[src/hw/rtl/pfrm_pkg.sv]
// ----------------------------------------------------------------------------
// Pulse flow rate meter package
// Shared payload types, register indexes and fixed constants of the meter.
// ----------------------------------------------------------------------------
`default_nettype none

package pfrm_pkg;

    // Input beat: pin sample with millisecond tick, or a clear command.
    typedef struct packed {
        logic op;
        logic pin_level;
        logic ms_tick;
    } in_t;

    // Result beat: one finished measurement window.
    typedef struct packed {
        logic [23:0] flow_ml_per_min;
        logic [47:0] total_volume_ul;
        logic [15:0] pulses_in_window;
        logic [15:0] elapsed_window_ms;
    } out_t;

    // Configuration register values as seen by the datapath.
    typedef struct packed {
        logic [15:0] window_ms;
        logic [15:0] cal_factor_q8;
    } cfg_t;

    // Status of the shared divider.
    typedef struct packed {
        logic busy;
        logic done;
    } div_stat_t;

    // Operation codes of the input beat.
    localparam logic OP_SAMPLE = 1'b0;
    localparam logic OP_CLEAR  = 1'b1;

    // Register indexes, taken from address bit 2.
    localparam logic REG_WINDOW = 1'b0;
    localparam logic REG_CAL    = 1'b1;

    // Register reset values.
    localparam logic [15:0] WINDOW_RESET = 16'd1000;
    localparam logic [15:0] CAL_RESET    = 16'd256;

    // 60000 ms/min times 256 (Q8.8 scale) and 1000 uL/mL times 256.
    localparam logic [23:0] FLOW_NUM_MULT = 24'd15360000;
    localparam logic [23:0] VOL_NUM_MULT  = 24'd256000;
    localparam int          MULT_W        = 24;

    // Saturation limits.
    localparam logic [15:0] ELAPSED_MAX = 16'hFFFF;
    localparam logic [23:0] FLOW_MAX    = 24'hFFFFFF;

    // Divisor width: elapsed milliseconds times calibration factor.
    localparam int DEN_W = 32;

endpackage

`default_nettype wire

[src/hw/rtl/pfrm_apb_regs.sv]
// ----------------------------------------------------------------------------
// Pulse flow rate meter configuration registers
// APB-style register port holding the window length and calibration factor.
// ----------------------------------------------------------------------------
`default_nettype none

module pfrm_apb_regs (
    input  wire logic               clk,
    input  wire logic               rst_n,
    input  wire logic               psel,
    input  wire logic               penable,
    input  wire logic               pwrite,
    input  wire logic [2:0]         paddr,
    input  wire logic [31:0]        pwdata,
    output logic      [31:0]        prdata,
    output logic                    pready,
    output pfrm_pkg::cfg_t          cfg
);

    logic [15:0] window_reg;
    logic [15:0] cal_reg;
    logic        wr_en;

    // The port never inserts wait states.
    assign pready = 1'b1;
    assign wr_en  = psel && penable && pwrite;

    // Register writes on the access cycle; byte offset bits are ignored.
    always_ff @(posedge clk or negedge rst_n)
    begin
        if (!rst_n)
        begin
            window_reg <= pfrm_pkg::WINDOW_RESET;
            cal_reg    <= pfrm_pkg::CAL_RESET;
        end
        else if (wr_en)
        begin
            case (paddr[2])
                pfrm_pkg::REG_WINDOW: window_reg <= pwdata[15:0];
                pfrm_pkg::REG_CAL:    cal_reg    <= pwdata[15:0];
                default:              window_reg <= window_reg;
            endcase
        end
    end

    // Read data mux.
    always_comb
    begin
        case (paddr[2])
            pfrm_pkg::REG_WINDOW: prdata = {16'd0, window_reg};
            pfrm_pkg::REG_CAL:    prdata = {16'd0, cal_reg};
            default:              prdata = 32'd0;
        endcase
    end

    assign cfg.window_ms     = window_reg;
    assign cfg.cal_factor_q8 = cal_reg;

endmodule

`default_nettype wire

[src/hw/rtl/pfrm_div.sv]
// ----------------------------------------------------------------------------
// Pulse flow rate meter shared divider
// Radix-2 restoring divider producing one quotient bit per cycle.
// ----------------------------------------------------------------------------
`default_nettype none

module pfrm_div #(
    parameter int NUM_W = 40
) (
    input  wire logic                       clk,
    input  wire logic                       rst_n,
    input  wire logic                       start,
    input  wire logic [NUM_W-1:0]           dividend,
    input  wire logic [pfrm_pkg::DEN_W-1:0] divisor,
    output logic      [NUM_W-1:0]           quotient,
    output pfrm_pkg::div_stat_t             stat
);

    localparam int DEN_W = pfrm_pkg::DEN_W;
    localparam int CNT_W = $clog2(NUM_W + 1);

    logic [DEN_W-1:0] rem_reg;
    logic [DEN_W-1:0] rem_next;
    logic [NUM_W-1:0] quo_reg;
    logic [NUM_W-1:0] quo_next;
    logic [DEN_W-1:0] dsr_reg;
    logic [CNT_W-1:0] cnt_reg;
    logic             busy_reg;
    logic             done_reg;
    logic [DEN_W:0]   trial;
    logic [DEN_W:0]   diff;
    logic             fits;

    // One restoring step: shift in the next dividend bit and try a subtract.
    always_comb
    begin
        trial    = {rem_reg, quo_reg[NUM_W-1]};
        diff     = trial - {1'b0, dsr_reg};
        fits     = (trial >= {1'b0, dsr_reg});
        rem_next = fits ? diff[DEN_W-1:0] : trial[DEN_W-1:0];
        quo_next = {quo_reg[NUM_W-2:0], fits};
    end

    // Sequencing of the steps.
    always_ff @(posedge clk or negedge rst_n)
    begin
        if (!rst_n)
        begin
            busy_reg <= 1'b0;
            done_reg <= 1'b0;
            cnt_reg  <= '0;
        end
        else
        begin
            done_reg <= 1'b0;
            if (start && !busy_reg)
            begin
                busy_reg <= 1'b1;
                cnt_reg  <= CNT_W'(NUM_W);
            end
            else if (busy_reg)
            begin
                cnt_reg <= cnt_reg - CNT_W'(1);
                if (cnt_reg == CNT_W'(1))
                begin
                    busy_reg <= 1'b0;
                    done_reg <= 1'b1;
                end
            end
        end
    end

    // Partial remainder and quotient shift register.
    always_ff @(posedge clk)
    begin
        if (start && !busy_reg)
        begin
            rem_reg <= '0;
            quo_reg <= dividend;
            dsr_reg <= divisor;
        end
        else if (busy_reg)
        begin
            rem_reg <= rem_next;
            quo_reg <= quo_next;
        end
    end

    assign quotient  = quo_reg;
    assign stat.busy = busy_reg;
    assign stat.done = done_reg;

endmodule

`default_nettype wire

[src/hw/rtl/pulse_flow_rate_meter_unit.sv]
// ----------------------------------------------------------------------------
// Pulse flow rate meter
// Counts sensor pulses and milliseconds and reports flow and total volume.
// ----------------------------------------------------------------------------
// Usage:
//   in_*  : one beat per pin sample (op = sample) or clear command (op = clear).
//   out_* : one beat per finished measurement window.
//   APB   : window_ms at offset 0x0, cal_factor_q8 at offset 0x4; write only
//           while the meter is idle.
// Timing:
//   A sample that does not close a window, and a clear, leave the input ready
//   again in the next cycle. A sample that closes a window holds the input
//   off through load, flow divide, volume divide, accumulate and emit before
//   the result is registered. Both divides are passes through the shared
//   one-bit-per-cycle divider: flow, then volume.
// Stall:
//   The result waits in an output register; samples that close no window
//   keep flowing. A second result waits for the first to be taken.
// Reset:
//   Counts, elapsed time and total are cleared, the last pin level is taken
//   as high, and the registers return to 1000 ms and 1.0 calibration.
// ----------------------------------------------------------------------------
`default_nettype none

module pulse_flow_rate_meter_unit #(
    parameter int COUNT_WIDTH = 16,
    parameter int TOTAL_WIDTH = 48
) (
    input  wire logic           clk,
    input  wire logic           rst_n,
    input  wire logic           in_valid,
    output logic                in_ready,
    input  wire pfrm_pkg::in_t  in_data,
    output logic                out_valid,
    input  wire logic           out_ready,
    output pfrm_pkg::out_t      out_data,
    input  wire logic           psel,
    input  wire logic           penable,
    input  wire logic           pwrite,
    input  wire logic [2:0]     paddr,
    input  wire logic [31:0]    pwdata,
    output logic      [31:0]    prdata,
    output logic                pready
);

    localparam int DEN_W = pfrm_pkg::DEN_W;
    localparam int NUM_W = COUNT_WIDTH + pfrm_pkg::MULT_W;
    localparam int SUM_W = ((TOTAL_WIDTH > NUM_W) ? TOTAL_WIDTH : NUM_W) + 1;
    localparam logic [COUNT_WIDTH-1:0] COUNT_MAX = '1;
    localparam logic [TOTAL_WIDTH-1:0] TOTAL_MAX = '1;

    typedef enum logic [7:0] {
        S_IDLE       = 8'b0000_0001,
        S_LOAD       = 8'b0000_0010,
        S_FLOW_START = 8'b0000_0100,
        S_FLOW_WAIT  = 8'b0000_1000,
        S_VOL_START  = 8'b0001_0000,
        S_VOL_WAIT   = 8'b0010_0000,
        S_ACCUM      = 8'b0100_0000,
        S_EMIT       = 8'b1000_0000
    } state_t;

    state_t                   state_reg;
    state_t                   state_next;
    logic                     prev_level_reg;
    logic [COUNT_WIDTH-1:0]   count_reg;
    logic [15:0]              elapsed_reg;
    logic [TOTAL_WIDTH-1:0]   total_reg;
    logic                     out_valid_reg;
    pfrm_pkg::out_t           out_data_reg;

    logic [NUM_W-1:0]         flow_num_reg;
    logic [NUM_W-1:0]         vol_num_reg;
    logic [DEN_W-1:0]         den_reg;
    logic [23:0]              flow_q_reg;
    logic [NUM_W-1:0]         vol_q_reg;

    pfrm_pkg::cfg_t           cfg;
    pfrm_pkg::div_stat_t      div_stat;
    logic                     div_start;
    logic [NUM_W-1:0]         div_dividend;
    logic [NUM_W-1:0]         div_quotient;

    logic                     in_fire;
    logic                     edge_seen;
    logic [COUNT_WIDTH-1:0]   count_upd;
    logic [15:0]              elapsed_upd;
    logic                     window_done;
    logic                     cal_zero;
    logic                     out_free;
    logic [SUM_W-1:0]         total_sum;

    // Configuration registers.
    pfrm_apb_regs u_regs (
        .clk     (clk),
        .rst_n   (rst_n),
        .psel    (psel),
        .penable (penable),
        .pwrite  (pwrite),
        .paddr   (paddr),
        .pwdata  (pwdata),
        .prdata  (prdata),
        .pready  (pready),
        .cfg     (cfg)
    );

    // Shared divider, used for the flow and then for the window volume.
    assign div_start    = (state_reg == S_FLOW_START) || (state_reg == S_VOL_START);
    assign div_dividend = (state_reg == S_FLOW_START) ? flow_num_reg : vol_num_reg;

    pfrm_div #(
        .NUM_W (NUM_W)
    ) u_div (
        .clk      (clk),
        .rst_n    (rst_n),
        .start    (div_start),
        .dividend (div_dividend),
        .divisor  ((state_reg == S_FLOW_START) ? den_reg : DEN_W'(cfg.cal_factor_q8)),
        .quotient (div_quotient),
        .stat     (div_stat)
    );

    // Sample update: falling edge first, then the tick, then the window test.
    always_comb
    begin
        in_ready    = (state_reg == S_IDLE);
        in_fire     = in_valid && in_ready;
        edge_seen   = prev_level_reg && !in_data.pin_level && (count_reg != COUNT_MAX);
        count_upd   = count_reg + COUNT_WIDTH'(edge_seen);
        elapsed_upd = elapsed_reg +
                      16'(in_data.ms_tick && (elapsed_reg != pfrm_pkg::ELAPSED_MAX));
        window_done = (elapsed_upd > cfg.window_ms);
        cal_zero    = (cfg.cal_factor_q8 == 16'd0);
        out_free    = !out_valid_reg || out_ready;
        total_sum   = SUM_W'(total_reg) + SUM_W'(vol_q_reg);
    end

    // Sequencer.
    always_comb
    begin
        state_next = state_reg;
        case (state_reg)
            S_IDLE:
            begin
                if (in_fire && (in_data.op == pfrm_pkg::OP_SAMPLE) && window_done)
                begin
                    state_next = S_LOAD;
                end
            end
            S_LOAD:       state_next = S_FLOW_START;
            S_FLOW_START: state_next = S_FLOW_WAIT;
            S_FLOW_WAIT:
            begin
                if (div_stat.done)
                begin
                    state_next = S_VOL_START;
                end
            end
            S_VOL_START:  state_next = S_VOL_WAIT;
            S_VOL_WAIT:
            begin
                if (div_stat.done)
                begin
                    state_next = S_ACCUM;
                end
            end
            S_ACCUM:      state_next = S_EMIT;
            S_EMIT:
            begin
                if (out_free)
                begin
                    state_next = S_IDLE;
                end
            end
            default:      state_next = S_IDLE;
        endcase
    end

    // Control state and running counters.
    always_ff @(posedge clk or negedge rst_n)
    begin
        if (!rst_n)
        begin
            state_reg      <= S_IDLE;
            prev_level_reg <= 1'b1;
            count_reg      <= '0;
            elapsed_reg    <= '0;
            total_reg      <= '0;
            out_valid_reg  <= 1'b0;
        end
        else
        begin
            state_reg <= state_next;

            // Result beat enters on the hand-off and leaves when taken.
            if ((state_reg == S_EMIT) && out_free)
            begin
                out_valid_reg <= 1'b1;
            end
            else if (out_valid_reg && out_ready)
            begin
                out_valid_reg <= 1'b0;
            end

            if (in_fire)
            begin
                if (in_data.op == pfrm_pkg::OP_CLEAR)
                begin
                    count_reg   <= '0;
                    elapsed_reg <= '0;
                    total_reg   <= '0;
                end
                else
                begin
                    prev_level_reg <= in_data.pin_level;
                    count_reg      <= count_upd;
                    elapsed_reg    <= elapsed_upd;
                end
            end

            // Saturating accumulation of the window volume.
            if (state_reg == S_ACCUM)
            begin
                if (cal_zero || (total_sum > SUM_W'(TOTAL_MAX)))
                begin
                    total_reg <= TOTAL_MAX;
                end
                else
                begin
                    total_reg <= total_sum[TOTAL_WIDTH-1:0];
                end
            end

            // Restart the window once the result is handed off.
            if ((state_reg == S_EMIT) && out_free)
            begin
                count_reg     <= '0;
                elapsed_reg   <= '0;
            end
        end
    end

    // Operand products, quotients and the result register.
    always_ff @(posedge clk)
    begin
        if (state_reg == S_LOAD)
        begin
            flow_num_reg <= NUM_W'(count_reg) * NUM_W'(pfrm_pkg::FLOW_NUM_MULT);
            vol_num_reg  <= NUM_W'(count_reg) * NUM_W'(pfrm_pkg::VOL_NUM_MULT);
            den_reg      <= DEN_W'(elapsed_reg) * DEN_W'(cfg.cal_factor_q8);
        end

        if ((state_reg == S_FLOW_WAIT) && div_stat.done)
        begin
            if (cal_zero || (div_quotient > NUM_W'(pfrm_pkg::FLOW_MAX)))
            begin
                flow_q_reg <= pfrm_pkg::FLOW_MAX;
            end
            else
            begin
                flow_q_reg <= div_quotient[23:0];
            end
        end

        if ((state_reg == S_VOL_WAIT) && div_stat.done)
        begin
            vol_q_reg <= div_quotient;
        end

        if ((state_reg == S_EMIT) && out_free)
        begin
            out_data_reg.flow_ml_per_min   <= flow_q_reg;
            out_data_reg.total_volume_ul   <= 48'(64'(total_reg));
            out_data_reg.pulses_in_window  <= 16'(count_reg);
            out_data_reg.elapsed_window_ms <= elapsed_reg;
        end
    end

    assign out_valid = out_valid_reg;
    assign out_data  = out_data_reg;

endmodule

`default_nettype wire

[config.mk]
export PLATFORM = sky130hd
export DESIGN_NAME = pulse_flow_rate_meter_unit
export DESIGN_NICKNAME = d
export VERILOG_FILES = /design/src/hw/rtl/pfrm_pkg.sv /design/src/hw/rtl/pfrm_apb_regs.sv /design/src/hw/rtl/pfrm_div.sv /design/src/hw/rtl/pulse_flow_rate_meter_unit.sv
export SDC_FILE = /design/constraint.sdc
export NUM_CORES = 2
export LEC_CHECK = 0
export ABC_CLOCK_PERIOD_IN_PS = 12300
export BUFFER_PORTS_ARGS = -buffer_cell sky130_fd_sc_hd__buf_2
export CELL_PAD_IN_SITES_DETAIL_PLACEMENT = 1
export CELL_PAD_IN_SITES_GLOBAL_PLACEMENT = 1
export CORE_MARGIN = 1.5
export CORE_UTILIZATION = 41
export DETAILED_ROUTE_END_ITERATION = 6
export GPL_TIMING_DRIVEN = 0
export PLACE_DENSITY_LB_ADDON = 0.1
export SYNTH_ARGS = -nofsm -noshare
export SYNTH_HDL_FRONTEND = slang
export SYNTH_SLANG_ARGS = --single-unit
export TNS_END_PERCENT = 100
[constraint.sdc]
create_clock -name clk -period 12.3 [get_ports clk]
set_input_delay 1.845 -clock clk [delete_from_list [all_inputs] [get_ports clk]]
set_output_delay 1.845 -clock clk [all_outputs]
set_load 0.03 [all_outputs]
Word-level counts from Yosys, hierarchy flattened:

Index checks and enable logic that the tools add are counted.

* logic and storage cells: 115
* output and inout port bits: 139
* register bits after elaboration: 484
* input port bits: 45

* reductions and logical operators: 31
* bitwise operators: 2
* equality and inequality tests: 15
* multiplexer cells: 31
* multipliers: 3
* order comparisons: 4
* add/subtract/negate cells: 5

Operator list (count)
* 48-bit 2-to-1 mux: 4
* 40-bit 2-to-1 mux: 3
* 16-bit 2-to-1 mux: 7
* 32-bit case mux with 2 select lines: 1
* 8-bit case mux with 8 select lines: 1
* 48-bit by 40-bit adder with 49-bit output: 1
* 49-bit by 48-bit > comparator with 1-bit output, second input constant: 1
* 40-bit by 24-bit > comparator with 1-bit output, second input constant: 1
* 33-bit by 32-bit >= comparator with 1-bit output: 1
* 16-bit by 1-bit adder with 16-bit output: 2
* 16-bit by 16-bit multiplier with 32-bit output: 1
* 32-bit 2-to-1 mux: 1
* 8-bit 2-to-1 mux: 4
* 16-bit inequality test, second input constant: 2
* 32-bit subtractor: 1
* 16-bit by 11-bit multiplier with 27-bit output, second input constant: 1
* 16-bit by 7-bit multiplier with 23-bit output, second input constant: 1
* 16-bit > comparator: 1
* 16-bit zero test: 1
* 1-bit logical AND: 13
* 6-bit 2-to-1 mux: 2
* 2-bit nonzero test: 5
* 8-bit by 1-bit == test with 1-bit output, second input constant: 1
* 8-bit by 2-bit == test with 1-bit output, second input constant: 1
* 16 further kinds: 34

Depth between registers and ports, before layout:

* depth after elaboration: 7
* mapped depth: 26
* depth with buffers taken out: 24

Hierarchy:

A second synthesis with hierarchy kept.

* cell total of the unflattened synthesis: 3473
* area total of the unflattened synthesis: 36535.0 um^2

Modules (own cells, without submodules)
* pulse_flow_rate_meter_unit: times used 1, cells an instance 2776, sequential area each 9731.8 um^2, area each 28652.5 um^2
* pfrm_div: times used 1, cells an instance 592, sequential area each 3002.9 um^2, area each 6276.0 um^2
* pfrm_apb_regs: times used 1, cells an instance 105, sequential area each 809.5 um^2, area each 1606.5 um^2

Worst setup path before layout:

Ideal clock, no wire load.

* kind: input -> register
* start point: in out_ready
* end point: reg count_reg[15]
* setup time: 0.141 ns
* stages: 6
* arrival: 8.015 ns
* path slack: 4.144 ns
* path through: inv_1 a21oi_1 a21oi_1 clkbuf_1 o21ai_0 o31ai_1

* word-level cells in the longest chain between the ends: 3
* elaborated cells between the ends (all ways): 4
* classes of those cells: mux (1); reduce/logical (3)

Ends and longest elaborated chain
* from (decl): RTL line pulse_flow_rate_meter_unit.sv:35 `input wire logic out_ready,`
* 1-bit logical OR *: RTL line pulse_flow_rate_meter_unit.sv:134 `out_free = !out_valid_reg || out_ready;`
* 1-bit logical AND *: RTL line pulse_flow_rate_meter_unit.sv:235 `if ((state_reg == S_EMIT) && out_free)`
* 16-bit 2-to-1 mux or 2-bit nonzero test (tied branches)
* to (signal assigned): RTL line pulse_flow_rate_meter_unit.sv:216 `count_reg <= count_upd;`
* to (decl): RTL line pulse_flow_rate_meter_unit.sv:66 `logic [COUNT_WIDTH-1:0] count_reg;`

Mark *: on every way between the ends. The rest lies on a longest branch, timed or not.
A chain may end at the register's enable or synchronous reset.

Final worst setup path:

* start point: reg elapsed_reg[6]
* end point: reg den_reg[31], data pin

* word-level cells in the longest chain between the ends: 1

Ends and longest elaborated chain
* from (decl): RTL line pulse_flow_rate_meter_unit.sv:67 `logic [15:0] elapsed_reg;`
* from (signal assigned): RTL line pulse_flow_rate_meter_unit.sv:217 `elapsed_reg <= elapsed_upd;`
* 16-bit by 16-bit multiplier with 32-bit output: RTL line pulse_flow_rate_meter_unit.sv:250 `den_reg <= DEN_W'(elapsed_reg) * DEN_W'(cfg.cal_factor_q8);`
* to (signal assigned): RTL line pulse_flow_rate_meter_unit.sv:250
* to (decl): RTL line pulse_flow_rate_meter_unit.sv:74 `logic [DEN_W-1:0] den_reg;`

Every way passes these cells.

==> impl_metrics.yaml <==
status:
  status: "completed"
critical_path:
  crit_type: "flip-flop to flip-flop"
  worstPathArrival_ns: 8.44
  crit_path_end_kind: "flip-flop"
  worstSetupStartpointType: "flip-flop"
  required_ns: 12.70
  worstReg2RegStart: "elapsed_reg[6]"
  critPathMaxFanout: 10
  r2r_cells: 24
  r2r_end: "den_reg[31]"
  reg2reg_slack_ns: 4.25
sta:
  rsz0062_at_grt: "false"
  finalSetupTns_ns: 0
  hold-worst-slack_ns: 0.422
  hold_violations: 0
  fin_crit_sh_pct: 65.4
  worst_clock_skew_ns: 0.0243
  slew_violations: 0
  clock.fmax_mhz: 124
  setup_viol: 0
  fin_crit_ns: 8.05
  relSlewSlack_pct: 24.4
  tightest_slew_ns: 1.11
logic_synthesis:
  synth.most_common_cell: "inv_1"
  synth_flop_cell: "edfxtp_1"
  syn_area_um2: 36100
  syn_avg_cell_area_um2: 10.4
  yosysWarnings: 0
  synth.area.top_cells: "edfxtp_1 27%, fa_1 16%, ha_1 11%, dfrtp_1 8.4%, inv_1 4.7%"
  yosysSeqAreaShare_pct: 37.5
  yosys.area.top_type: "edfxtp_1"
  synth_common_cells: "450 x inv_1, 444 x nand2_1, 321 x edfxtp_1"
  async_reset_ff_share_pct: 26.9
  synthCells: 3462
  synth-seq-cells: 483
  synth_cell_types: 100
  yosysTopAreaCellShare_pct: 26.7
  synth_edf_count: 321
die:
  die_h_um: 300
  die-width_um: 300
  initial_utilization_pct: 41.5
  row_count: 108
  ios: 184
  dieArea_um2: 89900
  design.core.area_um2: 87000
cells_and_area:
  largest_register_ffs: 104
  fillerInstances: 9637
  seq_area_um2: 13500
  nets: 4348
  fin_cells: 4907
  final_util_pct: 46.5
  drive_gt1_share_pct: 9.84
  synthToLayoutAreaGrowth_pct: 12.1
  multi_input_area_um2: 20200
global_routing:
  grt_max_degree: 81
  antenna_found_initial: 5
  grt_pass1_wl_um: 169000
  globalRouteTotalUtil_pct: 24.3
  grt_pass1_vias: 28704
  overflow: 0
clocking:
  hold_buffers: 0
  cts_resized: 0
  cts_sinks: 483
  cts_root_buf: "clkbuf_16"
  path_clk_slew_ns: 0.06
  clock_path_buffers: 3
  htreeDepth: 2
  clock_latency_ns: 0.63
  cts_setup_buffers: 0
  cts_buffers: 56
  cts_tree: "yes"
hold_path:
  hold_path.class: "flip-flop to flip-flop"
  holdPathEnd: "out_data[101]"
  min_from: "flow_q_reg[21]"
  whs_path_depth: 0
power:
  power.total_mw: 4.12
  power_per_cell_area_nw_per_um2: 102
  p_leak_nw: 19.1
  ir_drop_mv: 0.102
detailed_routing:
  post-route-drc-count: 0
  wl_per_cell_um: 22.0
  firstDrtPassIters: 6
  wl_um: 108000
  vias: 26452
  ant_nets: 0
  drtIter0Drc: 1278
  via_per_inst: 5.39
placement:
  portBuffers: 147
  place_inst: 4800
  dpl.hpwl_um: 86500
  gp_congestion: 0.894
job:
  cap_violations: 0
==> layer usage <==
layer | wire length (µm) | GRT usage [%] | up-vias
met1 | 49600 | 33.8 | 13612
met4 | 2370 | 5.66 | 0
li1 | - | - | 12192
met5 | 0 | 0 | -
met2 | 51500 | 40.6 | 526
met3 | 4500 | 2.69 | 122
==> kinds of logic (layout without fill, tap and decap cells) <==
family,Yosys count,count (layout),synth area share (%)
buf+inv,616,890,6.71
compound gates,599,599,11.1
mux,43,43,1.32
fa+ha+maj,600,600,26.9
other cells,2,18,0.0208
xor+xnor,147,147,3.56
flops,483,483,37.5
simple gates,972,972,12.9
==> how the worst max path moves through the flow <==
stage / from / end / depth (start not counted)
4_1_cts: u_regs.cal_reg[12] / den_reg[31] / 24
2_1_floorplan: out_ready / count_reg[15] / 6
3_5_place_dp: u_regs.cal_reg[12] / den_reg[31] / 24
3_3_place_gp: out_ready / count_reg[14] / 7
6_report: elapsed_reg[6] / den_reg[31] / 24
5_1_grt: elapsed_reg[7] / den_reg[30] / 23
==> worst max-delay path, stage by stage (launching register included) <==
cell and delay (ns):
dfrtp_1 0.49, clkbuf_1 0.59, clkbuf_1 0.57, nand2_1 0.18, fa_1 0.59, inv_1 0.06, fa_1 0.46, fa_1 0.52
fa_1 0.52, fa_1 0.64, inv_1 0.11, fa_1 0.54, inv_1 0.05, ha_1 0.27, clkbuf_1 0.26, nand3_1 0.14
nand2_1 0.10, a21o_1 0.18, nor3_1 0.08, a2111o_1 0.49, a311oi_1 0.35, nand3_1 0.13, nand2_1 0.07, a21oi_1 0.08
xnor2_1 0.33
==> placed cells by master (no fill, tap or decap), types with 19 or more instances in the layout <==
cell type,synthesis,final
clkbuf_16,0,57
o21ai_0,95,95
dfrtp_1,121,121
nand4_1,27,27
nand2b_1,19,19
dfxtp_1,32,32
a21oi_1,124,123
a22o_1,21,21
nor3_1,33,32
ha_1,304,304
nand3_1,65,65
buf_4,19,24
nand2_1,444,444
buf_2,10,156
a31oi_1,43,43
edfxtp_1,321,321
clkbuf_1,127,146
o21ai_1,53,53
o21bai_1,21,21
and2_1,157,157
mux2_2,34,34
xnor2_1,104,104
inv_1,450,449
or3_1,30,30
a21o_1,84,84
fa_1,296,296
nor2_1,110,109
xor2_1,43,43
==> per-stage QoR <==
step,area (µm²),setup slack (ns)
2_1_floorplan,36200,4.14
3_3_place_gp,38400,-1.22
3_5_place_dp,38700,4.33
4_1_cts,40500,4.28
5_1_grt,40500,3.83
6_report,40500,4.25
==> layout make-up <==
class | count | share of cell area [%]
Antenna cell | 1 | 0.00618
Buffer | 165 | 1.81
Clock buffer | 82 | 3.88
Clock inverter | 24 | 0.547
Inverter | 451 | 4.18
Multi-Input combinational cell | 2378 | 50.0
Sequential cell | 483 | 33.5
Tap cell | 1155 | 3.57
Timing Repair Buffer | 168 | 2.55
==> report_power, final <==
| part | internal (mW) | leakage (nW) | total [mW] | switching (mW) |
|---|---|---|---|---|
| logic | 0.210 | 13.3 | 0.670 | 0.459 |
| clock network | 0.934 | 0.875 | 1.63 | 0.695 |
| registers | 1.78 | 5.00 | 1.82 | 0.0415 |
(Power assumes the default switching activity.)
